File: src/hw/rtl/tas_pkg.sv
// ----------------------------------------------------------------------------
// Tilt angle package
// Shared widths, CORDIC arctangent table, FSM codes and control types for the
// accelerometer tilt angle block.
// ----------------------------------------------------------------------------
`default_nettype none

package tas_pkg;

   localparam int IN_W           = 16;  // raw sample width
   localparam int ANG_W          = 15;  // output angle width
   localparam int ACC_FRAC       = 20;  // angle accumulator counts 2^-20 degree
   localparam int CORDIC_STEPS   = 24;
   localparam int STEP_W         = $clog2(CORDIC_STEPS);
   localparam int PRE_SHIFT      = 30;
   localparam int CORD_W         = 49;  // x/y datapath, holds 2^45 times gain
   localparam int Z_W            = 30;  // signed angle accumulator
   localparam int RAW_W          = 32;  // 180 +/- atan2 before rounding
   localparam int RND_W          = 34;  // rounding sum
   localparam int LANES          = 3;
   localparam int ANGLE_FRAC_DEF = 6;

   localparam logic signed [Z_W-1:0]   DEG180_Z   = Z_W'(180 * (1 << ACC_FRAC));
   localparam logic signed [RAW_W-1:0] DEG180_RAW = RAW_W'(180 * (1 << ACC_FRAC));
   localparam logic signed [RAW_W-1:0] DEG360_RAW = RAW_W'(360 * (1 << ACC_FRAC));

   typedef enum logic [3:0] {
      ST_IDLE   = 4'b0001,
      ST_CORDIC = 4'b0010,
      ST_ROUND  = 4'b0100,
      ST_SMOOTH = 4'b1000
   } tas_state_type;

   typedef struct packed {
      logic load;    // take lane angles into the merge stage
      logic round;   // convert to output units
      logic smooth;  // deadband filter and update kept angles
   } tas_merge_ctl_type;

   // atan(2^-i) in 2^-20 degree
   function automatic logic signed [Z_W-1:0] atan_lut(input logic [STEP_W-1:0] step);
      logic signed [Z_W-1:0] v;
      case (step)
         5'd0:    v = Z_W'(47185920);
         5'd1:    v = Z_W'(27855475);
         5'd2:    v = Z_W'(14718068);
         5'd3:    v = Z_W'(7471121);
         5'd4:    v = Z_W'(3750058);
         5'd5:    v = Z_W'(1876857);
         5'd6:    v = Z_W'(938658);
         5'd7:    v = Z_W'(469357);
         5'd8:    v = Z_W'(234682);
         5'd9:    v = Z_W'(117342);
         5'd10:   v = Z_W'(58671);
         5'd11:   v = Z_W'(29335);
         5'd12:   v = Z_W'(14668);
         5'd13:   v = Z_W'(7334);
         5'd14:   v = Z_W'(3667);
         5'd15:   v = Z_W'(1833);
         5'd16:   v = Z_W'(917);
         5'd17:   v = Z_W'(458);
         5'd18:   v = Z_W'(229);
         5'd19:   v = Z_W'(115);
         5'd20:   v = Z_W'(57);
         5'd21:   v = Z_W'(29);
         5'd22:   v = Z_W'(14);
         5'd23:   v = Z_W'(7);
         default: v = '0;
      endcase
      return v;
   endfunction

endpackage

`default_nettype wire

File: src/hw/rtl/tas_cordic_lane.sv
// ----------------------------------------------------------------------------
// Tilt angle CORDIC lane
// Vectoring-mode CORDIC, one micro-rotation per cycle, giving atan2(y, x)
// in 2^-20 degree over the range (-180, 180].
// ----------------------------------------------------------------------------
`default_nettype none

module tas_cordic_lane
   import tas_pkg::*;
(
   input  wire logic                     clock,
   input  wire logic                     reset,
   input  wire logic                     start,
   input  wire logic signed [IN_W-1:0]   opnd_y,
   input  wire logic signed [IN_W-1:0]   opnd_x,
   output logic                          done,
   output logic signed [Z_W-1:0]         angle
);

   localparam logic [STEP_W-1:0] LAST_STEP = STEP_W'(CORDIC_STEPS - 1);

   logic signed [CORD_W-1:0] x_ff, x_in, y_ff, y_in;
   logic signed [Z_W-1:0]    z_ff, z_in, angle_ff, angle_in;
   logic [STEP_W-1:0]        step_ff, step_in;
   logic                     base_ff, base_in;
   logic                     run_ff, run_in, fin_ff, fin_in, done_ff, done_in;

   logic signed [CORD_W-1:0] x_ext, y_ext, dx, dy;
   logic                     y_pos, y_neg, last_step;

   always_comb begin
      x_ext     = CORD_W'(opnd_x) <<< PRE_SHIFT;
      y_ext     = CORD_W'(opnd_y) <<< PRE_SHIFT;
      dx        = x_ff >>> step_ff;
      dy        = y_ff >>> step_ff;
      y_neg     = y_ff[CORD_W-1];
      y_pos     = !y_neg && (y_ff != '0);
      last_step = (step_ff == LAST_STEP);

      x_in     = x_ff;
      y_in     = y_ff;
      z_in     = z_ff;
      step_in  = step_ff;
      base_in  = base_ff;
      angle_in = angle_ff;

      if (start) begin
         // fold the left half plane over, remember 180 degrees
         base_in = opnd_x[IN_W-1];
         x_in    = opnd_x[IN_W-1] ? -x_ext : x_ext;
         y_in    = opnd_x[IN_W-1] ? -y_ext : y_ext;
         z_in    = '0;
         step_in = '0;
      end else if (run_ff) begin
         if (y_pos) begin
            x_in = x_ff + dy;
            y_in = y_ff - dx;
            z_in = z_ff + atan_lut(step_ff);
         end else if (y_neg) begin
            x_in = x_ff - dy;
            y_in = y_ff + dx;
            z_in = z_ff - atan_lut(step_ff);
         end
         step_in = step_ff + 1'b1;
      end

      // add the fold back and wrap into (-180, 180]
      if (fin_ff) begin
         if (!base_ff) begin
            angle_in = z_ff;
         end else if (!z_ff[Z_W-1] && (z_ff != '0)) begin
            angle_in = z_ff - DEG180_Z;
         end else begin
            angle_in = z_ff + DEG180_Z;
         end
      end

      run_in  = start ? 1'b1 : (run_ff && !last_step);
      fin_in  = run_ff && last_step && !start;
      done_in = fin_ff;
   end

   always_ff @(posedge clock) begin
      x_ff     <= x_in;
      y_ff     <= y_in;
      z_ff     <= z_in;
      step_ff  <= step_in;
      base_ff  <= base_in;
      angle_ff <= angle_in;
      if (reset) begin
         run_ff  <= 1'b0;
         fin_ff  <= 1'b0;
         done_ff <= 1'b0;
      end else begin
         run_ff  <= run_in;
         fin_ff  <= fin_in;
         done_ff <= done_in;
      end
   end

   assign done  = done_ff;
   assign angle = angle_ff;

endmodule

`default_nettype wire

File: config.mk
export PLATFORM = sky130hd
export DESIGN_NAME = tas_cordic_lane
export DESIGN_NICKNAME = d
export VERILOG_FILES = /design/src/hw/rtl/tas_pkg.sv /design/src/hw/rtl/tas_cordic_lane.sv
export SDC_FILE = /design/constraint.sdc
export NUM_CORES = 1
export LEC_CHECK = 0
export ABC_CLOCK_PERIOD_IN_PS = 12000
export BUFFER_PORTS_ARGS = -buffer_cell sky130_fd_sc_hd__buf_2
export CORE_UTILIZATION = 50
export CTS_BUF_LIST = sky130_fd_sc_hd__clkbuf_8
export DETAILED_ROUTE_END_ITERATION = 16
export PLACE_DENSITY = 0.78
export SETUP_SLACK_MARGIN = 0.1
export SYNTH_ARGS = -nofsm -noshare
export SYNTH_HDL_FRONTEND = slang
export SYNTH_SLANG_ARGS = --single-unit
File: constraint.sdc
create_clock -name clock -period 12 [get_ports clock]
set_input_delay 0 -clock clock [delete_from_list [all_inputs] [get_ports clock]]
set_output_delay 0 -clock clock [all_outputs]
set_load 0.01 [all_outputs]
==> impl_metrics.json <==
{
  "cts_htree_levels": 4,
  "cts_tree": "built",
  "setup_ws_ps": 4090,
  "cts_buffer_depth": 2,
  "grt_pass1_vias": 23500,
  "fin_crit_sh_pct": 65.9,
  "worstPathMaxFanout": 62,
  "hold_viol_final": 0,
  "worstReg2RegStart": "step_ff[0]",
  "synth_edf_count": 129,
  "ant_nets": 0,
  "start_kind": "register",
  "holdPathStages": 3,
  "synthesis.nets": 3504,
  "layout.nets": 3444,
  "grt_max_degree": 83,
  "clk_pin_slew_ps": 130,
  "maxSlewHeadroom_pct": 21.0,
  "clock-sinks": 193,
  "postCtsSetupRepairBufs": 0,
  "worst_pin_slew_ps": 1180,
  "syn_area_sq_um": 26100,
  "gp_congestion": 1.06,
  "yosys_warnings": 0,
  "layout-drive-gt1-share_pct": 9.59,
  "final_max_slew_viol_count": 0,
  "slowest_stage": "dfxtp_4",
  "ys.flop_type": "edfxtp_1",
  "crit_path_end_kind": "register",
  "critPathKind": "register to register",
  "setup_tns_ps": 0,
  "cp_num_cells": 22,
  "grt_pass1_wl_mm": 130,
  "nFillCells": 4959,
  "portBuffers": 65,
  "critPathTopFamily": "compound AO/OA/AOI/OAI gates",
  "drc": 0,
  "chipWidth_microns": 231,
  "drt_pass1_iterations": 8,
  "hp-class": "primary input to register",
  "synthDistinctLibCells": 103,
  "cts_inserted_buffers": 17,
  "synth-async-reset-ratio_pct": 0,
  "final_common_cell": "nor2_1",
  "hold_path_end": "done",
  "synth_cells": 3270,
  "arrival_ps": 8300,
  "rrSetupSlack_ps": 4090,
  "cpPeakStageDelay_ps": 920,
  "area_delta_synth_final_pct": 5.38,
  "routed_wl_mm": 82.3,
  "fmax_ghz": 0.126,
  "drt_iter0_drc": 3146,
  "num_vias": 25400,
  "cts_resized": 0,
  "cp.buffers_inverters": 2,
  "synth_area_leaders": "edfxtp_1 15%, ha_1 9.3%, mux4_2 7.9%",
  "fp.dieArea_sq_um": 53200,
  "synth-seq-cells": 193,
  "rows": 83,
  "reg2reg_to": "x_ff[46]",
  "grt-ovfl-total": 0,
  "fin_skew_ps": 25.8,
  "vias_per_cell": 6.51,
  "grt_usage_pct": 30.8,
  "core_area_sq_um": 51500,
  "required_ps": 12390,
  "status": "finished, final reports clean",
  "pin_count": 66,
  "setup_violations": 0,
  "die_y_microns": 231,
  "dp_hpwl_mm": 61.1,
  "path_cells": "buf_4, nor2_1, a222oi_1, a211oi_1, a31oi_1, ha_1, inv_1, and4bb_2, and3_1, nor4b_2, nand2b_1, o21ai_0, a221o_1, ha_1, and3_1, a211o_1, a21oi_1, a21oi_1, a221o_1, a21o_1, a31oi_1, mux2_2",
  "antenna_found_initial": 2,
  "avgSynthCellArea_sq_um": 7.99,
  "ys_seq_area_share_pct": 19.7,
  "worstSkewPairLatency_ps": 620,
  "worstRegToRegCells": 22,
  "synth_top_area_cell": "edfxtp_1",
  "most-common-layout-cells": "371 x nor2_1, 341 x nand2_1, 294 x a21oi_1",
  "drv_cap": 0,
  "cts-root-buf": "clkbuf_8",
  "rsz0062_at_grt": "false",
  "worstHoldStart": "reset",
  "netlist.area_leader.share_pct": 14.8,
  "dp_slack_ps": 4230,
  "start_util_pct": 50.7,
  "wl_per_cell_microns": 21.1,
  "min_period_ps": 7910
}
[worst register-to-register path, stage by stage, from the launching register on]
cell      delay [ps]
dfxtp_4          920
buf_4            770
nor2_1           290
a222oi_1         520
a211oi_1         170
a31oi_1          510
ha_1             340
inv_1             50
and4bb_2         310
and3_1           270
nor4b_2          570
nand2b_1         230
o21ai_0          100
a221o_1          340
ha_1             330
and3_1           220
a211o_1          260
a21oi_1          190
a21oi_1          150
a221o_1          410
a21o_1           210
a31oi_1          170
mux2_2           350
[kinds of logic after synthesis]
group	after synthesis	share of synthesized area, %
AO/OA/AOI/OAI	930	23.1
XOR/XNOR	248	8.31
adder cells (fa/ha/maj)	199	9.67
buffers and inverters	357	5.54
flip-flops	193	19.7
multiplexers	253	14.4
AND/OR/NAND/NOR	1090	19.3
[stage by stage]
step	cells	area, sq um	utilization, %	hold slack [ps]
final	3904	27500	53.5	149
after floorplan	3270	26100	-	71.6
after CTS	3903	27500	53.5	87.2
after detailed placement	3827	26600	51.7	249
after global placement	3827	26600	51.7	245
after global routing	3903	27500	53.5	113
[worst max-delay path by stage]
stage	start	slack, ps	to
2_1_floorplan	step_ff[1]	5720	y_ff[46]
3_3_place_gp	step_ff[0]	4430	x_ff[46]
3_5_place_dp	step_ff[0]	4230	x_ff[46]
4_1_cts	step_ff[0]	4210	x_ff[46]
5_1_grt	step_ff[0]	3590	x_ff[46]
6_report	step_ff[0]	4090	x_ff[46]
[cells in the mapped netlist, drive strengths merged (16+ instances only)]
master,number
o31ai,42
buf,67
nor2b,49
nand3,50
o21bai,39
and3,19
nand4,32
mux2i,104
mux2,57
nand2,342
a221oi,17
o21ai,163
ha,194
or3,16
o21a,43
or2,18
nor3,63
a22oi,34
nand2b,33
xor2,76
inv,142
nor4,39
dfxtp,64
a31oi,34
and2,17
a21o,68
a21oi,294
edfxtp,129
clkbuf,146
nor2,372
o211ai,22
a211oi,33
mux4,92
xnor2,172
[layer usage]
metal | global-route usage, % | up-vias | routed length [microns]
met4 | 14.9 | 0 | 3940
met5 | 0 | - | 0
met1 | 41.2 | 12000 | 34200
li1 | - | 11900 | -
met3 | 7.20 | 259 | 8470
met2 | 46.7 | 1326 | 35700
[timing repair]
item	in CTS	in global routing
hold endpoints to repair	66	0
endpoints found under the setup margin	0	0
hold buffers	44	0
[final cells by class]
cell class | instances | area, sq um | share of cell area (%)
clock inverter | 15 | 229 | 0.832
tap | 680 | 851 | 3.09
sequential | 193 | 5170 | 18.8
clock buffer | 17 | 234 | 0.850
inverter | 144 | 541 | 1.96
multi-input combinational | 2720 | 19600 | 71.0
antenna | 1 | 2.50 | 0.00909
timing repair buffer | 134 | 956 | 3.47
Power is not shown: default switching activity piles up to over one toggle a cycle in this logic, so the estimate is an artifact.
