## src/hw/rtl/tas_pkg.sv

```systemverilog
// ----------------------------------------------------------------------------
// Tilt angle package
// Shared widths, CORDIC arctangent table, FSM codes and control types for the
// accelerometer tilt angle block.
// ----------------------------------------------------------------------------
`default_nettype none

package tas_pkg;

   localparam int IN_W           = 16;  // raw sample width
   localparam int ANG_W          = 15;  // output angle width
   localparam int ACC_FRAC       = 20;  // angle accumulator counts 2^-20 degree
   localparam int CORDIC_STEPS   = 24;
   localparam int STEP_W         = $clog2(CORDIC_STEPS);
   localparam int PRE_SHIFT      = 30;
   localparam int CORD_W         = 49;  // x/y datapath, holds 2^45 times gain
   localparam int Z_W            = 30;  // signed angle accumulator
   localparam int RAW_W          = 32;  // 180 +/- atan2 before rounding
   localparam int RND_W          = 34;  // rounding sum
   localparam int LANES          = 3;
   localparam int ANGLE_FRAC_DEF = 6;

   localparam logic signed [Z_W-1:0]   DEG180_Z   = Z_W'(180 * (1 << ACC_FRAC));
   localparam logic signed [RAW_W-1:0] DEG180_RAW = RAW_W'(180 * (1 << ACC_FRAC));
   localparam logic signed [RAW_W-1:0] DEG360_RAW = RAW_W'(360 * (1 << ACC_FRAC));

   typedef enum logic [3:0] {
      ST_IDLE   = 4'b0001,
      ST_CORDIC = 4'b0010,
      ST_ROUND  = 4'b0100,
      ST_SMOOTH = 4'b1000
   } tas_state_type;

   typedef struct packed {
      logic load;    // take lane angles into the merge stage
      logic round;   // convert to output units
      logic smooth;  // deadband filter and update kept angles
   } tas_merge_ctl_type;

   // atan(2^-i) in 2^-20 degree
   function automatic logic signed [Z_W-1:0] atan_lut(input logic [STEP_W-1:0] step);
      logic signed [Z_W-1:0] v;
      case (step)
         5'd0:    v = Z_W'(47185920);
         5'd1:    v = Z_W'(27855475);
         5'd2:    v = Z_W'(14718068);
         5'd3:    v = Z_W'(7471121);
         5'd4:    v = Z_W'(3750058);
         5'd5:    v = Z_W'(1876857);
         5'd6:    v = Z_W'(938658);
         5'd7:    v = Z_W'(469357);
         5'd8:    v = Z_W'(234682);
         5'd9:    v = Z_W'(117342);
         5'd10:   v = Z_W'(58671);
         5'd11:   v = Z_W'(29335);
         5'd12:   v = Z_W'(14668);
         5'd13:   v = Z_W'(7334);
         5'd14:   v = Z_W'(3667);
         5'd15:   v = Z_W'(1833);
         5'd16:   v = Z_W'(917);
         5'd17:   v = Z_W'(458);
         5'd18:   v = Z_W'(229);
         5'd19:   v = Z_W'(115);
         5'd20:   v = Z_W'(57);
         5'd21:   v = Z_W'(29);
         5'd22:   v = Z_W'(14);
         5'd23:   v = Z_W'(7);
         default: v = '0;
      endcase
      return v;
   endfunction

endpackage

`default_nettype wire

```

## src/hw/rtl/tas_merge.sv

```systemverilog
// ----------------------------------------------------------------------------
// Tilt angle merge stage
// Turns the three lane arctangents into tilt angles in output units, then
// applies the deadband smoother against the kept angle of each axis.
// ----------------------------------------------------------------------------
`default_nettype none

module tas_merge
   import tas_pkg::*;
#(
   parameter int ANGLE_FRAC_BITS = ANGLE_FRAC_DEF
)
(
   input  wire logic                          clock,
   input  wire logic                          reset,
   input  wire tas_merge_ctl_type             ctl,
   input  wire logic signed [LANES*Z_W-1:0]   lane_angle,
   input  wire logic [ANG_W-1:0]              threshold,
   output logic [LANES*ANG_W-1:0]             angle
);

   localparam int SH = ACC_FRAC - ANGLE_FRAC_BITS;
   localparam logic [RND_W-1:0] HALF = RND_W'(1) << (SH - 1);

   logic signed [RAW_W-1:0] raw_ff  [LANES];
   logic signed [RAW_W-1:0] raw_in  [LANES];
   logic [ANG_W-1:0]        unit_ff [LANES];
   logic [ANG_W-1:0]        unit_in [LANES];
   logic [ANG_W-1:0]        last_ff [LANES];
   logic [ANG_W-1:0]        last_in [LANES];

   for (genvar i = 0; i < LANES; i++) begin : g_axis
      logic signed [RAW_W-1:0] z_ext, clamped;
      logic [RND_W-1:0]        rnd;
      logic [ANG_W-1:0]        diff;
      logic [ANG_W:0]          sum;

      always_comb begin
         z_ext = RAW_W'(signed'(lane_angle[i*Z_W +: Z_W]));
         // X axis tilts the other way round
         if (i == 0) begin
            raw_in[i] = ctl.load ? (DEG180_RAW - z_ext) : raw_ff[i];
         end else begin
            raw_in[i] = ctl.load ? (DEG180_RAW + z_ext) : raw_ff[i];
         end

         if (raw_ff[i][RAW_W-1]) begin
            clamped = '0;
         end else if (raw_ff[i] > DEG360_RAW) begin
            clamped = DEG360_RAW;
         end else begin
            clamped = raw_ff[i];
         end
         rnd        = RND_W'(unsigned'(clamped)) + HALF;
         unit_in[i] = ctl.round ? rnd[SH +: ANG_W] : unit_ff[i];

         diff = (unit_ff[i] > last_ff[i]) ? (unit_ff[i] - last_ff[i])
                                          : (last_ff[i] - unit_ff[i]);
         sum  = {1'b0, unit_ff[i]} + {1'b0, last_ff[i]};
         if (!ctl.smooth) begin
            last_in[i] = last_ff[i];
         end else if (diff < threshold) begin
            last_in[i] = sum[ANG_W:1];
         end else begin
            last_in[i] = unit_ff[i];
         end
      end

      always_ff @(posedge clock) begin
         raw_ff[i]  <= raw_in[i];
         unit_ff[i] <= unit_in[i];
         if (reset) begin
            last_ff[i] <= '0;
         end else begin
            last_ff[i] <= last_in[i];
         end
      end

      // the kept angle doubles as the output word
      assign angle[i*ANG_W +: ANG_W] = last_ff[i];
   end

endmodule

`default_nettype wire

```

## config.mk

```make
export PLATFORM = sky130hd
export DESIGN_NAME = tas_merge
export DESIGN_NICKNAME = d
export VERILOG_FILES = /design/src/hw/rtl/tas_pkg.sv /design/src/hw/rtl/tas_merge.sv
export SDC_FILE = /design/constraint.sdc
export NUM_CORES = 1
export LEC_CHECK = 0
export ABC_AREA = 1
export BUFFER_PORTS_ARGS = -buffer_cell sky130_fd_sc_hd__buf_2
export CAP_MARGIN = 20
export CORE_ASPECT_RATIO = 0.7
export CORE_UTILIZATION = 61
export DETAILED_ROUTE_END_ITERATION = 12
export PLACE_DENSITY = 0.79
export SLEW_MARGIN = 20
export SYNTH_ARGS = -nofsm -noshare
export SYNTH_HDL_FRONTEND = slang
export SYNTH_SLANG_ARGS = --single-unit
```

## constraint.sdc

```tcl
create_clock -name clock -period 5.86 [get_ports clock]
set_clock_uncertainty 0.15 [all_clocks]
set_input_delay 0.879 -clock clock [delete_from_list [all_inputs] [get_ports clock]]
set_output_delay 0.879 -clock clock [all_outputs]
set_load 0.05 [all_outputs]
```

==> impl_metrics.py <==
metrics = {
    "global_route": {
        "antenna_found_initial": 1,
        "grt_pass1_wl_um": 75600,
        "grt.overflow.total": 0,
        "grt_max_degree": 73,
        "grtUsageTotal_pct": 32.8,
        "grt_pass1_vias": 14773,
    },
    "floorplanning": {
        "pin_count": 155,
        "initial_core_util_pct": 62.2,
        "die_area_um2": 29100,
        "fp.dieW_um": 204,
        "die_y_um": 143,
        "core_um2": 27900,
        "num_rows": 51,
    },
    "worst_setup_path": {
        "crit_buf_inv": 3,
        "critical_path_class": "flop to flop",
        "crit_family": "simple AND/OR/NAND/NOR gates",
        "startpoint_type": "flop",
        "cp_common_cell": "nand2_1",
        "crit_arrival_ns": 5.18,
        "crit_chain": "inv_1, ha_1, nand2_1, o21ai_1, nand3_1, nand2_1, a21oi_2, o21ai_1, nand2_1, inv_2, nand2_1, nand2_1, inv_1, ha_1, a21oi_1, nor2_1, nor2_1, nand3_1, nand2_1, nand3_1, nand2_1, nand2_1, a21oi_1, nor2_1",
        "endpoint_kind": "flop",
        "cpPeakStageDelay_ns": 0.57,
        "required_ns": 6.04,
        "slowest_stage": "nand3_1",
        "path_max_fanout": 16,
    },
    "power_and_ir_drop": {
        "ir_drop_mv": 0.342,
        "total_leakage_power_nw": 9.58,
        "p_total_mw": 9.82,
        "power_density_nw_per_um2": 519,
    },
    "logic_synthesis": {
        "synth_cell_type_count": 53,
        "synth_warnings": 0,
        "synth-edff-count": 138,
        "synthesis.instances": 2454,
        "syn_nets": 2756,
        "async_flop_share_pct": 0,
        "yosys.area.top_type": "edfxtp_1",
        "synth-simple-area-share_pct": 28.3,
        "synth_top_family_by_area": "simple AND/OR/NAND/NOR gates",
        "synthFlopType": "edfxtp_1",
        "post-synth-top-area-fraction_pct": 23.9,
        "syn_area_um2": 17300,
        "yosys-top-cells-count": "nand2_1 (624), inv_1 (384), nor2_1 (218), a21oi_1 (193), ha_1 (183)",
        "synth-compound-area-share_pct": 10.8,
        "netlist_top_cells_area": "edfxtp_1 (24%), nand2_1 (14%), ha_1 (13%)",
        "synth.ff_latch_count": 183,
        "synth_xor_area_share_pct": 7.07,
        "synthAdderAreaFrac_pct": 14.2,
        "seq_area_frac_synth_pct": 29.1,
        "yosysMostFrequentCell": "nand2_1",
        "avgSynthCellArea_um2": 7.07,
        "synth.mux.area_fraction_pct": 0,
    },
    "drt": {
        "ant_nets": 0,
        "drt-met1-wl_um": 22900,
        "wl_met3_um": 4610,
        "vias": 16327,
        "initialDrtViolationCount": 1621,
        "routed_wl_um": 47400,
        "topRoutingLayerUsed": "met4",
        "wl_met2_um": 19300,
        "vias_per_cell": 5.52,
        "drc": 0,
        "wl_per_cell_um": 16.0,
        "first_pass_iters": 6,
    },
    "timing": {
        "slew_viol_final": 0,
        "rsz0062_at_grt": "false",
        "hold_violations": 0,
        "finalWorstSetupSlack_ns": 0.865,
        "fin_crit_sh_pct": 85.2,
        "fin_crit_ns": 4.99,
        "finalSetupViolCount": 0,
        "tns_ns": 0,
        "timing.fmax_ghz": 0.200,
        "tightest_slew_ns": 0.914,
        "whs_ns": 0.376,
        "slew_headroom_pct": 39.1,
    },
    "hold_path": {
        "hold_path_class": "flop to flop",
    },
    "clock_network": {
        "cts_buffers": 17,
        "cts_hold_buf": 0,
        "post_cts_resized": 0,
        "post_cts_buffers": 0,
        "cts_buffer_depth": 2,
        "htreeDepth": 4,
        "clock_latency_ns": 0.46,
        "cts_sinks": 183,
        "cts_tree": "yes",
        "clock-root-buffer": "clkbuf_16",
        "clkTransAtPathRegs_ns": 0.08,
    },
    "place": {
        "placed_area_um2": 18300,
        "port_buffers": 154,
        "place_congestion": 1.00,
        "dpl_worst_slack_ns": 1.06,
        "place_inst": 2923,
        "dp.final_hpwl_um": 37700,
    },
    "layout": {
        "final_util_pct": 67.9,
        "areaGrowthSynthToFinish_pct": 9.13,
        "stdcell_count": 2956,
        "drive_gt1_share_pct": 9.64,
        "fin_nets": 2873,
        "postLayoutCellArea_um2": 18900,
    },
    "flow_run": {
        "drv_cap": 0,
    },
    "outcome": {
        "outcome": "completed",
    },
}
==> registers in the layout (all words and copies together) (netlist names) <==
signal / cells
last_ff: 45
raw_ff: 93
unit_ff: 45
==> layout make-up <==
class                      instances  area, um^2
antenna                            1        2.50
clock buffer                      18         429
clock inverter                    14         181
fill                            2442        8960
inverter                         403        1520
multi-input combinational       1807       10500
sequential                       183        5040
tap                              371         464
timing repair buffer             159         816
==> where the power goes <==
group	total [mW]	internal (mW)	switching [mW]
logic	6.66	2.14	4.52
clock network	1.22	0.617	0.599
registers	1.94	1.65	0.296
total	9.82	4.40	5.41
==> worst min-delay path: stages, from the launching register on <==
cell and delay, ns:
dfxtp_1 0.35, nand2_1 0.08, a21oi_1 0.05
==> cell families (layout without fill, tap and decap cells) <==
logic type	after synthesis	in the layout
buf+inv	464	594
xor+xnor	140	140
simple gates	1131	1131
fa+ha+maj	192	192
compound gates	344	344
other cells	0	1
flops	183	183
==> placed cells by master (no fill, tap or decap), types with 6 or more instances in the layout <==
cell type	netlist	final
xor2_1	120	120
o21ai_0	87	87
buf_2	26	151
nand2_2	7	7
buf_4	7	8
nor2_2	15	15
clkbuf_16	0	17
o21bai_1	15	15
nand4_1	68	68
edfxtp_1	138	138
inv_2	10	10
nand3_1	143	143
ha_1	183	183
a21o_1	11	11
a21oi_1	193	193
nand3_2	6	6
a31oi_1	7	7
dfxtp_1	45	45
nand2_1	624	624
inv_1	384	384
nor4_1	8	8
nor3_1	18	18
xnor2_1	20	20
fa_1	9	9
nor2_4	6	6
o21ai_1	7	7
nor2_1	218	218
clkinv_1	8	8
==> worst paths after layout <==
kind / depth (start not counted) / to / slack (ns) / start
worst max-delay path: 24 / last_ff[0][14]$_SDFFE_PP0P_ / 0.87 / last_ff[0][1]$_SDFFE_PP0P_
worst min-delay path: 2 / last_ff[2][6]$_SDFFE_PP0P_ / 0.38 / last_ff[2][6]$_SDFFE_PP0P_
worst max register to register: 24 / last_ff[0][14]$_SDFFE_PP0P_ / 0.87 / last_ff[0][1]$_SDFFE_PP0P_
worst min register to register: 2 / last_ff[2][6]$_SDFFE_PP0P_ / 0.38 / last_ff[2][6]$_SDFFE_PP0P_
==> layer usage <==
layer	vias up	track usage (%)
met1	7477	49.8
met5	-	0
met2	661	48.0
met3	41	6.39
met4	0	6.41
li1	8148	-
Power figures use the tool's default switching activity.
